===== config.mk =====
export PLATFORM = sky130hd
export DESIGN_NAME = qrs_sqrt_cell
export DESIGN_NICKNAME = d
export VERILOG_FILES = /design/src/design/quadratic_root_solver_top_assert.svh /design/src/design/qrs_pkg.sv /design/src/design/qrs_sqrt_cell.sv
export SDC_FILE = /design/constraint.sdc
export NUM_CORES = 1
export LEC_CHECK = 0
export ABC_AREA = 1
export BUFFER_PORTS_ARGS = -buffer_cell sky130_fd_sc_hd__buf_4
export CORE_MARGIN = 1.5
export CORE_UTILIZATION = 49
export DETAILED_ROUTE_END_ITERATION = 16
export PLACE_DENSITY_LB_ADDON = 0.08
export REMOVE_ABC_BUFFERS = 1
export SLEW_MARGIN = 20
export SYNTH_ARGS = -nofsm -noshare
export SYNTH_HDL_FRONTEND = slang
export SYNTH_SLANG_ARGS = --single-unit

===== constraint.sdc =====
create_clock -name i_clk -period 5.5 [get_ports i_clk]
set_clock_uncertainty 0.2 [all_clocks]
set_input_delay 0.275 -clock i_clk [delete_from_list [all_inputs] [get_ports i_clk]]
set_output_delay 0.275 -clock i_clk [all_outputs]
set_load 0.1 [all_outputs]

===== src/design/quadratic_root_solver_top_assert.svh =====
// Assertion macros for the quadratic root solver.
`ifndef QUADRATIC_ROOT_SOLVER_TOP_ASSERT_SVH
`define QUADRATIC_ROOT_SOLVER_TOP_ASSERT_SVH

// Implication checked on every clock edge, held off during reset.
`define QRS_ASSERT_IMP(lbl, ante, cons) \
    lbl: assert property (@(posedge i_clk) disable iff (!i_rst_n) (ante) |-> (cons)) \
        else $error("quadratic root solver check failed");

// Next-cycle implication, held off during reset.
`define QRS_ASSERT_NXT(lbl, ante, cons) \
    lbl: assert property (@(posedge i_clk) disable iff (!i_rst_n) (ante) |=> (cons)) \
        else $error("quadratic root solver check failed");

`endif


===== src/design/qrs_pkg.sv =====
`timescale 1ns / 1ps
package qrs_pkg;
    localparam int COEF_W    = 16;
    localparam int FRAC      = 16;
    localparam int ROOT_W    = 34;
    localparam int D_W       = 34;  // discriminant, signed
    localparam int RAD_W     = 34;  // radicand shift register
    localparam int SQ_STEPS  = 33;
    localparam int SQ_W      = 33;
    localparam int SQ_REM_W  = 35;
    localparam int NUM_W     = 34;  // numerator magnitude
    localparam int NUM_S_W   = 35;  // signed numerator
    localparam int DEN_W     = 17;  // denominator magnitude
    localparam int DIV_STEPS = 34;

    localparam logic [1:0] CNT_NONE = 2'd0;
    localparam logic [1:0] CNT_ONE  = 2'd1;
    localparam logic [1:0] CNT_TWO  = 2'd2;
    localparam logic [1:0] CNT_INF  = 2'd3;

    typedef struct packed {
        logic                     valid;
        logic [1:0]               count;
        logic signed [COEF_W-1:0] a;
        logic signed [COEF_W-1:0] b;
        logic signed [COEF_W-1:0] c;
        logic [RAD_W-1:0]         rad;
        logic [SQ_W-1:0]          root;
        logic [SQ_REM_W-1:0]      rem;
    } t_sq_data;

    typedef struct packed {
        logic [NUM_W-1:0] num;
        logic [NUM_W-1:0] quo;
        logic [DEN_W-1:0] rem;
    } t_div_lane;

    typedef struct packed {
        logic             valid;
        logic [1:0]       count;
        logic             neg1;
        logic             neg2;
        logic [DEN_W-1:0] den;
        t_div_lane        l1;
        t_div_lane        l2;
    } t_div_data;
endpackage


===== src/design/qrs_sqrt_cell.sv =====
`timescale 1ns / 1ps
module qrs_sqrt_cell (
    input  logic              i_clk,
    input  logic              i_rst_n,
    input  logic              i_en,
    input  qrs_pkg::t_sq_data i_d,
    output qrs_pkg::t_sq_data o_d
);
    import qrs_pkg::*;

    t_sq_data              r_d;
    t_sq_data              n_d;
    logic [SQ_REM_W+1:0]   rem_ext;
    logic [SQ_REM_W+1:0]   trial;
    logic                  ge;

    // one digit of the square root per cell
    always_comb begin
        rem_ext = {i_d.rem, i_d.rad[RAD_W-1 -: 2]};
        trial   = (SQ_REM_W+2)'({i_d.root, 2'b01});
        ge      = rem_ext >= trial;
        n_d     = i_d;
        n_d.rad = {i_d.rad[RAD_W-3:0], 2'b00};
        if (ge) begin
            n_d.rem  = SQ_REM_W'(rem_ext - trial);
            n_d.root = {i_d.root[SQ_W-2:0], 1'b1};
        end else begin
            n_d.rem  = SQ_REM_W'(rem_ext);
            n_d.root = {i_d.root[SQ_W-2:0], 1'b0};
        end
    end

    always_ff @(posedge i_clk) begin
        if (!i_rst_n) begin
            r_d.valid <= 1'b0;
        end else if (i_en) begin
            r_d <= n_d;
        end
    end

    assign o_d = r_d;
endmodule


==> flow_metrics.py <==
metrics = {
    "logic_synthesis": {
        "synth_seq_cells": 151,
        "synthFlopType": "edfxtp_1",
        "netlist_area_mm2": 0.00791,
        "synth-edff-count": 150,
        "syn_avg_cell_area_um2": 9.65,
        "ys_seq_area_frac": 0.572,
        "async_reset_ff_frac": 0,
        "yosys_warnings": 0,
        "yosysUniqueCellTypes": 34,
        "postSynthCellCount": 819,
    },
    "finish": {
        "stdcell_count": 1513,
        "area_growth_syn_to_layout_pct": 57.8,
        "drive_gt1_frac": 0.292,
        "layout_common_cells": "307 x buf_4, 252 x nand2_1, 150 x dlygate4sd3_1, 150 x edfxtp_1, 124 x inv_1",
        "design_area_mm2": 0.0125,
        "diodes": 0,
        "largest_register_ffs": 151,
        "mostFrequentLayoutCell": "buf_4",
        "nets": 1476,
    },
    "grt": {
        "grt.overflow.total": 0,
        "antenna_found_initial": 0,
        "track_usage": 0.338,
        "grt_first_pass_wirelength_um": 42600,
        "grt_pass1_vias": 7677,
        "grt_max_degree": 101,
    },
    "clocking": {
        "post-cts-setup-buffer-count": 0,
        "cts_root_buf": "clkbuf_16",
        "cts_made_buffers": 17,
        "cts.sinks": 151,
        "cts_resized": 0,
        "clk_path_buf_depth": 2,
        "cts_tree": "yes",
        "clk_latency_ps": 420,
        "path_clk_slew_ps": 70,
        "htree_levels": 4,
    },
    "route": {
        "postRouteWirelength_um": 28300,
        "avgViaCountPerCell": 5.13,
        "vias": 7762,
        "detail_route.wl_per_cell_um": 18.7,
        "final_antenna_net_count": 0,
        "drt_iter0_markers": 594,
        "firstDrtPassIters": 6,
        "drc_errors": 0,
    },
    "power": {
        "p_leak_nw": 5.90,
        "peakVddDrop_mv": 0.194,
        "powerDensity_mw_per_mm2": 317,
    },
    "run": {
        "cap_violations": 0,
    },
    "setup_path": {
        "worstPathArrival_ps": 3110,
        "crit_path_end_kind": "register",
        "startpoint_type": "input port",
        "critical_path_required_ps": 5460,
        "critical_path_class": "in -> reg",
        "crit_fanout": 37,
    },
    "placement": {
        "numPortBuffers": 306,
        "dp.cells": 1332,
        "place_area_mm2": 0.0104,
        "place_hpwl_um": 17700,
        "gp_congestion": 0.920,
    },
    "timing": {
        "relSlewSlack": 0.390,
        "tns_ps": 0,
        "hold_violations": 0,
        "rsz0062_at_grt": "false",
        "min_period_ps": 3150,
        "worst_slew_pin_slew_ps": 913,
        "fin_crit_sh": 0.573,
        "final_max_slew_viol_count": 0,
        "max_freq_mhz": 318,
        "setup_viol": 0,
    },
    "die": {
        "die-area_mm2": 0.0169,
        "pin_count": 309,
        "start_util": 0.499,
        "core_mm2": 0.0158,
        "rows": 46,
        "die_y_um": 130,
        "die_w_um": 130,
    },
    "outcome": {
        "status": "finished, final reports clean",
    },
    "worst_hold_path": {
        "hold_class": "in -> reg",
    },
}
## metal layers
layer,GRT usage,up-vias,wire (um)
li1,-,3625,-
met2,0.585,382,14000
met3,0.0734,93,1910
met4,0.178,0,1450
met1,0.396,3662,10900
met5,0,-,0
## report_power, final
group | internal (mW) | switching (mW)
logic | 0.365 | 0.982
clock network | 0.679 | 0.521
registers | 1.38 | 0.0311
## synth_stat cells, drive strengths merged (2+ instances only)
| cell | instances | area (um^2) |
|---|---|---|
| nor2 | 62 | 273 |
| and2 | 2 | 12.5 |
| o21bai | 7 | 52.6 |
| inv | 125 | 469 |
| nor4 | 2 | 12.5 |
| o21ai | 8 | 40.0 |
| nand3b | 9 | 67.6 |
| buf | 11 | 106 |
| xor2 | 16 | 140 |
| nand4 | 7 | 58.8 |
| ha | 35 | 438 |
| a21oi | 29 | 153 |
| nand2 | 265 | 1030 |
| nor3 | 7 | 40.0 |
| nand3 | 78 | 450 |
| edfxtp | 150 | 4500 |
## cell type report
cell class / count / area (um^2)
inverter: 125 / 474
fill: 1004 / 3350
multi-input combinational: 533 / 2810
clock inverter: 14 / 163
tap: 216 / 270
clock buffer: 17 / 425
timing repair buffer: 457 / 3810
sequential: 151 / 4520
## metrics by stage
stage                     hold WS, ps  setup WS, ps  power, mW   util
final                             114          2350       3.95  0.788
after global routing              186          2140       4.06  0.788
after CTS                        98.9          2450       3.91  0.788
after detailed placement          254          2590       2.65  0.656
after global placement            253          2670       2.64  0.656
after floorplan                   168          1600       2.34      -
## cells by family (layout without fill, tap and decap cells)
| kind of cell | count (synthesis) | count (layout) | share of synthesized area |
|---|---|---|---|
| AOI/OAI and AO/OA | 47 | 47 | 0.0339 |
| xor gates and xnor gates | 17 | 17 | 0.0188 |
| adders and majority gates | 35 | 35 | 0.0554 |
| buffers and inverters | 136 | 613 | 0.0728 |
| DFF | 151 | 151 | 0.572 |
| other | 1 | 2 | 0.000474 |
| and+or+nand+nor | 432 | 432 | 0.246 |
## worst paths after layout
kind	from	endpoint	slack, ps	cells after the start
worst max-delay path	i_d[53]	o_d[22]$_DFFE_PP_	2350	12
worst min-delay path	i_d[101]	o_d[1]$_DFFE_PP_	110	3
worst max register to register	o_d[152]$_SDFFE_PN0P_	o_d[152]$_SDFFE_PN0P_	4050	3
worst min register to register	o_d[152]$_SDFFE_PN0P_	o_d[152]$_SDFFE_PN0P_	950	3
## timing repair
action	4_1_cts	5_1_grt
hold buffers	150	0
hold endpoints to repair	149	0
endpoints found under the setup margin	0	0
## critical path, stage by stage
cell           delay (ps)
dlygate4sd3_1         580
buf_4                 140
inv_1                  40
ha_1                  370
a21oi_1               240
nand2_1               130
a21oi_2               230
nand2_1                80
nand2_1               100
nand4_4               540
nand3_2               260
nand2_1               110
No activity file was read; power rests on OpenSTA's default activity.
