**src/design/quadratic_root_solver_top_assert.svh**
```systemverilog
// Assertion macros for the quadratic root solver.
`ifndef QUADRATIC_ROOT_SOLVER_TOP_ASSERT_SVH
`define QUADRATIC_ROOT_SOLVER_TOP_ASSERT_SVH

// Implication checked on every clock edge, held off during reset.
`define QRS_ASSERT_IMP(lbl, ante, cons) \
    lbl: assert property (@(posedge i_clk) disable iff (!i_rst_n) (ante) |-> (cons)) \
        else $error("quadratic root solver check failed");

// Next-cycle implication, held off during reset.
`define QRS_ASSERT_NXT(lbl, ante, cons) \
    lbl: assert property (@(posedge i_clk) disable iff (!i_rst_n) (ante) |=> (cons)) \
        else $error("quadratic root solver check failed");

`endif

```
**src/design/qrs_pkg.sv**
```systemverilog
`timescale 1ns / 1ps
package qrs_pkg;
    localparam int COEF_W    = 16;
    localparam int FRAC      = 16;
    localparam int ROOT_W    = 34;
    localparam int D_W       = 34;  // discriminant, signed
    localparam int RAD_W     = 34;  // radicand shift register
    localparam int SQ_STEPS  = 33;
    localparam int SQ_W      = 33;
    localparam int SQ_REM_W  = 35;
    localparam int NUM_W     = 34;  // numerator magnitude
    localparam int NUM_S_W   = 35;  // signed numerator
    localparam int DEN_W     = 17;  // denominator magnitude
    localparam int DIV_STEPS = 34;

    localparam logic [1:0] CNT_NONE = 2'd0;
    localparam logic [1:0] CNT_ONE  = 2'd1;
    localparam logic [1:0] CNT_TWO  = 2'd2;
    localparam logic [1:0] CNT_INF  = 2'd3;

    typedef struct packed {
        logic                     valid;
        logic [1:0]               count;
        logic signed [COEF_W-1:0] a;
        logic signed [COEF_W-1:0] b;
        logic signed [COEF_W-1:0] c;
        logic [RAD_W-1:0]         rad;
        logic [SQ_W-1:0]          root;
        logic [SQ_REM_W-1:0]      rem;
    } t_sq_data;

    typedef struct packed {
        logic [NUM_W-1:0] num;
        logic [NUM_W-1:0] quo;
        logic [DEN_W-1:0] rem;
    } t_div_lane;

    typedef struct packed {
        logic             valid;
        logic [1:0]       count;
        logic             neg1;
        logic             neg2;
        logic [DEN_W-1:0] den;
        t_div_lane        l1;
        t_div_lane        l2;
    } t_div_data;
endpackage

```
**src/design/qrs_div_cell.sv**
```systemverilog
`timescale 1ns / 1ps
module qrs_div_cell (
    input  logic               i_clk,
    input  logic               i_rst_n,
    input  logic               i_en,
    input  qrs_pkg::t_div_data i_d,
    output qrs_pkg::t_div_data o_d
);
    import qrs_pkg::*;

    t_div_data r_d;
    t_div_data n_d;

    function automatic t_div_lane step(input t_div_lane l, input logic [DEN_W-1:0] den);
        logic [DEN_W:0] rem_ext;
        logic           ge;
        t_div_lane      o;
        rem_ext = {l.rem, l.num[NUM_W-1]};
        ge      = rem_ext >= {1'b0, den};
        o.num   = {l.num[NUM_W-2:0], 1'b0};
        o.quo   = {l.quo[NUM_W-2:0], ge};
        o.rem   = ge ? DEN_W'(rem_ext - {1'b0, den}) : DEN_W'(rem_ext);
        return o;
    endfunction

    // one quotient bit per lane per cell
    always_comb begin
        n_d    = i_d;
        n_d.l1 = step(i_d.l1, i_d.den);
        n_d.l2 = step(i_d.l2, i_d.den);
    end

    always_ff @(posedge i_clk) begin
        if (!i_rst_n) begin
            r_d.valid <= 1'b0;
        end else if (i_en) begin
            r_d <= n_d;
        end
    end

    assign o_d = r_d;
endmodule
```
**config.mk**
```make
export PLATFORM = sky130hd
export DESIGN_NAME = qrs_div_cell
export DESIGN_NICKNAME = d
export VERILOG_FILES = /design/src/design/quadratic_root_solver_top_assert.svh /design/src/design/qrs_pkg.sv /design/src/design/qrs_div_cell.sv
export SDC_FILE = /design/constraint.sdc
export NUM_CORES = 1
export LEC_CHECK = 0
export BUFFER_PORTS_ARGS = -buffer_cell sky130_fd_sc_hd__buf_2
export CAP_MARGIN = 20
export CORE_ASPECT_RATIO = 0.6
export CORE_MARGIN = 4
export CORE_UTILIZATION = 40
export DETAILED_ROUTE_END_ITERATION = 8
export GPL_TIMING_DRIVEN = 0
export MAX_ROUTING_LAYER = met4
export PLACE_DENSITY = 0.76
export SYNTH_ARGS = -nofsm -noshare
export SYNTH_HDL_FRONTEND = slang
export SYNTH_SLANG_ARGS = --single-unit
```
**constraint.sdc**
```tcl
create_clock -name i_clk -period 6.4 [get_ports i_clk]
set_clock_uncertainty 0.2 [all_clocks]
set_input_delay 0.32 -clock i_clk [delete_from_list [all_inputs] [get_ports i_clk]]
set_output_delay 0.32 -clock i_clk [all_outputs]
set_load 0.05 [all_outputs]
```
==> results of run 1 <==
[per-layer routing]
layer	vias to the layer above	routed length (um)
met5	-	0
met4	0	462
met3	33	1970
met2	288	13000
met1	3141	10300
li1	3077	-
[area by class of cell]
type                            instances  area [sq um]
Tap cell                              266           333
Buffer                                  8          62.6
Inverter                               32           120
Multi-Input combinational cell        272          2030
Fill cell                            1421          6710
Sequential cell                       190          5700
Clock buffer                           18           429
Timing Repair Buffer                  555          3690
Clock inverter                         14           140
Antenna cell                            4          10.0
[synthesized netlist by cell type (all sizes together), types with 4 or more instances]
library cell / count / share of area, %
a211oi: 8 / 0.82
a21o: 11 / 1.0
a21oi: 33 / 2.1
buf: 5 / 0.65
edfxtp: 189 / 72
ha: 34 / 5.4
inv: 32 / 1.5
mux2: 14 / 2.1
nand2: 25 / 1.2
nand3: 13 / 0.82
nand4: 4 / 0.32
nor2: 19 / 0.90
nor3: 5 / 0.32
o21a: 9 / 0.85
o21ai: 24 / 1.6
o31ai: 6 / 0.74
xnor2: 19 / 2.1
xor2: 4 / 0.44
[kinds of logic after synthesis]
group,Yosys count,synth area share [%]
compound gates,110,9.53
simple gates,85,5.30
mux,16,2.34
other cells,1,0.0474
flops,190,72.0
xor+xnor,23,2.55
buf+inv,40,2.31
fa+ha+maj,36,5.89
[repair_timing]
item / in CTS / in global routing
hold buffers: 170 / 0
gates resized for setup: 0 / 0
endpoints found under the hold margin: 169 / 0
setup buffers: 0 / 0
[stage by stage]
stage	total power (uW)	area (sq um)	util [%]	worst slack, ps	instances
CTS	3410	12500	65.0	2840	1355
global placement	2290	10200	52.8	-782	1150
global route	3540	12500	65.1	2720	1357
finish	3410	12500	65.1	2800	1359
detailed placement	2290	10200	53.2	2900	1153
floorplan	2080	7910	-	1020	502
[power groups by stage]
stage	clock network [uW]	logic (uW)	registers, uW
after global placement	0	751	1540
after CTS	1060	849	1500
after detailed placement	0	763	1530
after global routing	1130	904	1510
final	1050	855	1510
after floorplan	0	220	1860
[critical path, stage by stage]
cell and delay [ps]:
dlygate4sd3_1 520, buf_2 200, ha_1 210, inv_1 60, fa_1 390, a21o_1 210, a221oi_4 360, a21oi_2 120
o31ai_4 390, and2_1 200, buf_6 160, buf_12 140, mux2_4 290
[worst min path at each step]
stage          startpoint            endpoint  slack [ps]  cells after the start
5_1_grt           i_d[92]   o_d[93]$_DFFE_PP_           6                      2
3_5_place_dp     i_d[131]  o_d[132]$_DFFE_PP_         300                      1
2_1_floorplan    i_d[102]  o_d[103]$_DFFE_PP_         220                      0
6_report          i_d[93]   o_d[94]$_DFFE_PP_          20                      2
4_1_cts           i_d[15]   o_d[16]$_DFFE_PP_           5                      3
3_3_place_gp      i_d[68]   o_d[69]$_DFFE_PP_         300                      1
==> out/qor.yml, run 1 <==
status: "complete, no violations"
insertion_delay_ps: 430
final_nets: 1307
synth_edf_count: 189
end_kind: "register"
clock.fmax_mhz: 278
timing.rr.start: "o_d[191]$_SDFFE_PN0P_"
grtUsageMet2_pct: 38.2
synth-warning-count: 0
relSlewSlack_pct: 36.1
chipHeight_um: 117
tightest_slew_ps: 953
p_int_uw: 2340
cts-root-buf: "clkbuf_16"
hold-worst-slack_ps: 22.6
vias_per_cell: 4.81
ys_types: 62
crit_required_ps: 6390
largest_reg_flops: 190
syn-cell-area_sq_mm: 0.00791
rsz0062_at_grt: "no"
reg2reg_slack_ps: 4940
syn_inst: 501
die_area_sq_mm: 0.0222
async_flop_share_pct: 0
grt_max_degree: 76
totalWireLength_um: 25700
power_frac_seq_pct: 44.2
synth_ff_type: "edfxtp_1"
grt_overflow: 0
path_max_fanout: 10
power.switching_uw: 1060
wl_per_cell_um: 18.9
ant_nets: 0
core-area_sq_mm: 0.0192
clk_path_buf_depth: 2
finalSetupTns_ps: 0
dp_hpwl_um: 17800
rows: 39
place_congestion: 0.892
gr-max-usage-layer: "met2"
worstPathArrival_ps: 3580
layout_commonest_cell: "buf_2"
worstSetupPathType: "in2reg"
p_sw_share_pct: 31.2
crit_path_start: "i_d[170]"
ff2ff_path_depth: 3
setup_viol: 0
crit_end: "o_d[95]$_DFFE_PP_"
hold_viol_final: 0
num_vias: 6539
ys_ff_latch: 190
p_leak_uw: 0.00535
maxCapViolCount: 0
grt_pass1_wl_um: 37400
layout-drive-gt1-share_pct: 40.7
syn_area_per_cell_sq_um: 15.8
gr-usage-met1_pct: 28.3
powerDensity_mw_per_mm2: 272
drc: 0
cts_tree: "yes"
cts.clk_slew.worst_paths_ps: 70
grt_pass1_vias: 6661
reg2reg_to: "o_d[191]$_SDFFE_PN0P_"
ir_drop_uv: 291
gr-usage-all-layers_pct: 23.1
dieWidth_um: 190
io_pins: 387
ys_seq_area_share_pct: 72.0
syn_to_final_growth_pct: 58.3
initial_core_util_pct: 41.1
final.min_clock_period_ps: 3600
gr-usage-met3_pct: 6.25
worstSetupStartpointType: "input pin"
firstDrtPassIters: 5
clock_power_share_pct: 30.7
cts_sinks: 190
finalCritPeriodShare_pct: 56.2
grt_antenna_before_repair: 2
slew_viol_final: 0
numCtsBuffers: 17
numPortBuffers: 382
drtIter0Drc: 433
hp-class: "in2reg"
combPwrFrac_pct: 25.1
mostFrequentLayoutCells: "383 x buf_2, 189 x edfxtp_1, 170 x dlygate4sd3_1"
htree_num_levels: 4
(Power assumes the default switching activity.)
==> run 2, diff against run 1 <==
--- a/config.mk
+++ b/config.mk
@@ -5,6 +5,7 @@
 export SDC_FILE = /design/constraint.sdc
 export NUM_CORES = 1
 export LEC_CHECK = 0
+export ABC_AREA = 1
 export BUFFER_PORTS_ARGS = -buffer_cell sky130_fd_sc_hd__buf_2
 export CAP_MARGIN = 20
 export CORE_ASPECT_RATIO = 0.6
@@ -13,7 +14,7 @@
 export DETAILED_ROUTE_END_ITERATION = 8
 export GPL_TIMING_DRIVEN = 0
 export MAX_ROUTING_LAYER = met4
-export PLACE_DENSITY = 0.76
+export PLACE_DENSITY = 0.75
 export SYNTH_ARGS = -nofsm -noshare
 export SYNTH_HDL_FRONTEND = slang
 export SYNTH_SLANG_ARGS = --single-unit
==> constraint.sdc (replaced) <==
create_clock -name i_clk -period 3.45 [get_ports i_clk]
set_clock_uncertainty 0.2 [all_clocks]
set_input_delay 0.1725 -clock i_clk [delete_from_list [all_inputs] [get_ports i_clk]]
set_output_delay 0.1725 -clock i_clk [all_outputs]
set_load 0.05 [all_outputs]
==> out/qor.yml, run 2 <==
worstPathArrival_ps: 2730  # -850 ps
postCtsHoldBufs: 189  # +11%
ant_nets: 0  # unchanged
hold_end: "o_d[90]$_DFFE_PP_"
place_congestion: 0.972  # +9.1%
rsz0062_at_grt: "no"
initial_core_util_pct: 40.8  # -0.31 points
p_sw_share_pct: 33.5  # +2.3 points
final.min_clock_period_ps: 2740
syn_inst: 772  # +54%
clock.fmax_mhz: 365
io_pins: 387  # unchanged
powerDensity_mw_per_mm2: 480  # +76%
layout-drive-gt1-share_pct: 33.9  # -6.8 points
clock_power_share_pct: 30.9  # +0.2 points
yosysTopAreaCell: "edfxtp_1"
syn-cell-area_sq_mm: 0.00861  # +8.8%
ys_types: 36  # -42%
syn_to_final_growth_pct: 56.5
async_flop_share_pct: 0  # unchanged
p_leak_uw: 0.00642  # +20%
crit_required_ps: 3440  # -2950 ps
synth_common_cells: "251 x nand2_1, 189 x edfxtp_1, 115 x inv_1, 59 x nand3_1, 34 x ha_1"
mostFrequentLayoutCells: "383 x buf_2, 250 x nand2_1, 189 x dlygate4sd3_1, 189 x edfxtp_1, 114 x inv_1"
synthMuxAreaShare_pct: 0  # -2.3 points
synth-warning-count: 0  # unchanged
synth-xor-area-share_pct: 1.42  # -1.1 points
grt_antenna_before_repair: 1  # -1
grt_overflow: 0  # unchanged
synth_top_family_by_area: "simple AND/OR/NAND/NOR gates"
synthSimpleGateAreaFrac_pct: 19.4  # +14 points
reg2reg_to: "o_d[191]$_SDFFE_PN0P_"
rows: 41  # +5.1%
hold_viol_final: 0  # unchanged
firstDrtPassIters: 5  # unchanged
dp_hpwl_um: 21100  # +18%
worstSetupStartpointType: "input pin"
insertion_delay_ps: 440  # about the same
numCtsBuffers: 17  # unchanged
ff2ff_path_depth: 3  # unchanged
die_area_sq_mm: 0.0240  # +8.3%
placed_cell_area_sq_mm: 0.0110  # +7.2%
tightest_slew_ps: 713  # -240 ps
power_frac_seq_pct: 43.1  # -1.1 points
wl_per_cell_um: 17.6  # -7.1%
postCtsSetupBuffers: 0  # unchanged
totalWireLength_um: 29200  # +14%
ys_seq_area_share_pct: 66.2  # -5.9 points
combPwrFrac_pct: 26.0  # +0.9 points
grt_pass1_wl_um: 43200  # +15%
cts-root-buf: "clkbuf_16"
worstSetupPathType: "in2reg"
relSlewSlack_pct: 52.4  # +16 points
finalInstanceArea_sq_mm: 0.0135  # +7.6%
grt_max_degree: 47  # -38%
largest_reg_flops: 190  # unchanged
clk_path_buf_depth: 2  # unchanged
synth_compound_area_share_pct: 1.45  # -8.1 points
status: "complete, no violations"
grt_pass1_vias: 7598  # +14%
hp-class: "in2reg"
p_int_uw: 4300  # +84%
timing.rr.start: "o_d[191]$_SDFFE_PN0P_"
syn_area_per_cell_sq_um: 11.1  # -29%
drc: 0  # unchanged
hp-start: "i_d[101]"
synth_fa_ha_area_share_pct: 5.41  # -0.48 points
layout_commonest_cell: "buf_2"
numPortBuffers: 382  # unchanged
cts_sinks: 190  # unchanged
end_kind: "register"
ir_drop_uv: 420  # +44%
place_inst: 1438  # +25%
chipHeight_um: 122  # +4.0%
netlist_top_cells_area: "edfxtp_1 66%, nand2_1 11%, inv_1 5.0%"
cts_resized: 0  # unchanged
yosysMostFrequentCell: "nand2_1"
min_path_cells: 5  # +3
final_nets: 1598  # +22%
vias_per_cell: 4.67  # -3.0%
cts_tree: "yes"
synth_top_cell_area_share_pct: 65.9  # -5.8 points
finalCritPeriodShare_pct: 79.3
reg2reg_slack_ps: 2000  # -2940 ps
stdcell_count: 1662  # +22%
dieWidth_um: 197  # +4.1%
num_vias: 7761  # +19%
htree_num_levels: 4  # unchanged
cts.clk_slew.worst_paths_ps: 80  # about the same
power.switching_uw: 2170  # +100%
core-area_sq_mm: 0.0211  # +9.7%
maxCapViolCount: 0  # unchanged
ys_ff_latch: 190  # unchanged
slew_viol_final: 0  # unchanged
setup_viol: 0  # unchanged
gr-usage-all-layers_pct: 24.5  # +1.4 points
synth_ff_type: "edfxtp_1"
synth_edf_count: 189  # unchanged
drtIter0Drc: 651  # +50%
finalSetupTns_ps: 0  # unchanged
path_max_fanout: 10  # unchanged
==> run 2: cell count changes after synthesis, sizes merged, moves of 6 or more <==
cell    change
a211oi      -8
a21o       -11
a21oi      -13
inv        +88
mux2       -14
nand2     +248
nand3      +48
nor2        +9
o21a        -8
o21ai      -22
o31ai       -6
xnor2      -17
xor2        +8
==> run 2: layer usage <==
metal | up-vias | share of wire, % | GRT usage, %
li1 | 3739 | - | -
met1 | 3617 | 45 | 34.3
met2 | 361 | 46 | 36.9
met3 | 44 | 7.8 | 4.70
met4 | 0 | 2.0 | 6.97
met5 | - | 0 | -
==> run 2: worst max-delay path, stage by stage <==
cell	delay, ps
dlygate4sd3_1	550
buf_2	120
inv_1	60
ha_1	340
a21oi_1	420
o21a_1	180
nand2_1	90
nor2_4	260
nand2_4	160
buf_6	190
nand2_1	90
nand2_1	90
==> run 2: stage by stage <==
stage / worst slack [ps] / power (uW) / util (%) / hold WS, ps
finish: 713 / 6470 / 63.9 / 90.7
global route: 592 / 6730 / 63.9 / 126
CTS: 759 / 6480 / 63.8 / 74.0
detailed placement: 869 / 4320 / 52.0 / 151
global placement: -1530 / 4300 / 51.7 / 149
floorplan: -159 / 3890 / - / 66.0
==> run 2: layout make-up <==
type                    instances  area (sq um)
flip-flops and latches        190          5700
plain buffers                   8          73.8
well taps                     279           349
fillers                      1650          7610
inverters                     121           458
repair buffers                575          3880
clock inverters                14           170
clock buffers                  18           429
diodes                          3          7.51
multi-input cells             454          2400
==> run 2: worst max path at each step <==
| stage | from | endpoint | slack [ps] | cells past startpoint |
|---|---|---|---|---|
| after detailed placement | i_d[185] | o_d[95]$_DFFE_PP_ | 870 | 11 |
| after CTS | i_d[185] | o_d[95]$_DFFE_PP_ | 760 | 12 |
| final | i_d[185] | o_d[95]$_DFFE_PP_ | 710 | 12 |
| after global routing | i_d[185] | o_d[95]$_DFFE_PP_ | 590 | 12 |
| after floorplan | i_rst_n | o_d[0]$_DFFE_PP_ | -160 | 2 |
| after global placement | i_rst_n | o_d[67]$_DFFE_PP_ | -1530 | 3 |
==> run 2: power by group through the flow <==
| stage | logic [uW] | registers [uW] | clock network, uW |
|---|---|---|---|
| 4_1_cts | 1670 | 2780 | 2030 |
| 3_3_place_gp | 1460 | 2840 | 0 |
| 5_1_grt | 1790 | 2800 | 2140 |
| 3_5_place_dp | 1490 | 2830 | 0 |
| 2_1_floorplan | 452 | 3440 | 0 |
| 6_report | 1680 | 2790 | 2000 |
==> run 2: logic make-up (layout without fill, tap and decap cells) <==
kind of cell	after synthesis	after routing
buf+inv	129	736
xor+xnor	14	14
compound gates	23	23
simple gates	379	379
fa+ha+maj	36	36
other cells	1	5
flops	190	190
==> run 3, diff against run 2 <==
--- a/config.mk
+++ b/config.mk
@@ -14,7 +14,7 @@
 export DETAILED_ROUTE_END_ITERATION = 8
 export GPL_TIMING_DRIVEN = 0
 export MAX_ROUTING_LAYER = met4
-export PLACE_DENSITY = 0.75
+export PLACE_DENSITY = 0.77
 export SYNTH_ARGS = -nofsm -noshare
 export SYNTH_HDL_FRONTEND = slang
 export SYNTH_SLANG_ARGS = --single-unit
==> constraint.sdc (replaced) <==
create_clock -name i_clk -period 2.4 [get_ports i_clk]
set_clock_uncertainty 0.2 [all_clocks]
set_input_delay 0.12 -clock i_clk [delete_from_list [all_inputs] [get_ports i_clk]]
set_output_delay 0.12 -clock i_clk [all_outputs]
set_load 0.05 [all_outputs]
==> out/qor.yml, run 3 (synthesis results as in run 2) <==
vias_per_cell: 4.64  # -0.64%
cp_cell_sequence: "dlygate4sd3_1 > buf_2 > inv_2 > ha_4 > or2_1 > nand3_2 > nand2_2 > nand2_1 > nand2_2 > nand2_4 > nand2_4 > buf_6 > nand2_1 > nand2_1"
dieWidth_um: 197  # unchanged
finalInstanceArea_sq_mm: 0.0137  # +1.4%
die_area_sq_mm: 0.0240  # unchanged
p_leak_uw: 0.00648  # +0.93%
fillCellCount: 1657  # +0.42%
io_pins: 387  # unchanged
wl_per_cell_um: 17.4  # -1.3%
grt_max_degree: 47  # unchanged
placed_cell_area_sq_mm: 0.0110  # unchanged
critPathTopFamily: "simple AND/OR/NAND/NOR gates"
worstPathArrival_ps: 2280  # -450 ps
ir_drop_uv: 560  # +33%
cts_sinks: 190  # unchanged
place_congestion: 0.923  # -5.0%
hp-class: "in2reg"
layout-drive-gt1-share_pct: 35.3  # +1.4 points
final_nets: 1607  # +0.56%
maxCapViolCount: 0  # unchanged
cp_slowest_cell: "dlygate4sd3_1"
largest_reg_flops: 190  # unchanged
final.min_clock_period_ps: 2320
grt_antenna_before_repair: 8  # +7
violations: "negative hold slack"
finalCritPeriodShare_pct: 96.5
ant_nets: 0  # unchanged
slew_viol_final: 0  # unchanged
num_vias: 7776  # +0.19%
crit_required_ps: 2370  # -1070 ps
syn_to_final_growth_pct: 58.7
mostFrequentLayoutCells: "383 x buf_2, 248 x nand2_1, 189 x dlygate4sd3_1, 189 x edfxtp_1, 112 x inv_1"
insertion_delay_ps: 440  # about the same
clk_path_buf_depth: 2  # unchanged
powerDensity_mw_per_mm2: 688  # +43%
chipHeight_um: 122  # unchanged
core-area_sq_mm: 0.0211  # unchanged
crit_buf_inv: 4  # unchanged
numCtsBuffers: 17  # unchanged
firstDrtPassIters: 5  # unchanged
clock.fmax_mhz: 432
grt_pass1_vias: 7596  # -0.026%
layout_commonest_cell: "buf_2"
finalSetupTns_ps: 0  # unchanged
status: "finished, violations left"
drtIter0Drc: 568  # -13%
path_common_cell: "nand2_1"
htree_num_levels: 4  # unchanged
rows: 41  # unchanged
end_kind: "register"
slowest_delay_ps: 530  # -20 ps
dp_hpwl_um: 20200  # -4.4%
worstSetupPathType: "in2reg"
totalWireLength_um: 29100  # -0.47%
cts-root-buf: "clkbuf_16"
drc: 0  # unchanged
numPortBuffers: 382  # unchanged
worstSetupStartpointType: "input pin"
grt_overflow: 0  # unchanged
initial_core_util_pct: 40.8  # unchanged
cp.depth: 14  # +2
grt_pass1_wl_um: 43000  # -0.53%
gr-usage-all-layers_pct: 24.1  # -0.36 points
path_max_fanout: 10  # unchanged
hold_viol_final: 1  # +1
hold-worst-slack_ps: -0.884  # -91.5 ps
cts.clk_slew.worst_paths_ps: 80  # about the same
ff2ff_path_depth: 3  # unchanged
min_path_cells: 5  # unchanged
cts_tree: "yes"
setup_viol: 0  # unchanged
==> run 3: repair_timing <==
action,CTS,global route
resized for setup,0,19
setup endpoints to repair,0,27
buffers inserted,0,8
hold buffers,189,0
endpoints found under the hold margin,188,0
==> run 3: where the power goes <==
group          total (uW)  internal, uW  switching (uW)  leakage (uW)
registers            4000          3940            62.2       0.00178
clock network        2940          1580            1360      0.000296
logic                2450           775            1670       0.00441
total                9390          6300            3100       0.00648
==> run 3: metrics by stage <==
stage          cells  power [uW]  utilization [%]  setup WS, ps
2_1_floorplan    773        5590                -         -1160
3_3_place_gp    1434        6170             51.7         -2450
3_5_place_dp    1438        6200             52.0          -107
4_1_cts         1659        9380             63.9          4.63
5_1_grt         1676        9790             64.8      -0.00311
6_report        1676        9390             64.8          84.8
==> run 3: worst paths after layout <==
check	from	end	slack (ps)
max	i_d[173]	o_d[95]$_DFFE_PP_	80
min	i_d[101]	o_d[90]$_DFFE_PP_	-0.9
max reg2reg	o_d[191]$_SDFFE_PN0P_	o_d[191]$_SDFFE_PN0P_	980
min reg2reg	o_d[191]$_SDFFE_PN0P_	o_d[191]$_SDFFE_PN0P_	940
==> run 3: area by class of cell <==
cell class	count	area, sq um	area share [%]
antenna	8	20.0	0.147
buffer	8	73.8	0.541
clock buffer	18	429	3.14
clock inverter	14	178	1.30
inverter	121	458	3.35
multi-input combinational	455	2510	18.4
sequential	190	5700	41.7
tap	279	349	2.56
timing repair buffer	583	3940	28.9
==> run 3: worst reg2reg max path: stages (launching register included) <==
cell and delay (ps):
dfxtp_1 320, o21ai_0 180, a21oi_1 70, dlygate4sd3_1 550
==> run 3: per-layer routing <==
layer | GRT usage, % | wire length, um | vias to the layer above
li1 | - | - | 3770
met1 | 32.3 | 12700 | 3632
met2 | 36.5 | 13500 | 347
met3 | 7.35 | 2560 | 27
met4 | 5.89 | 379 | 0
met5 | - | 0 | -
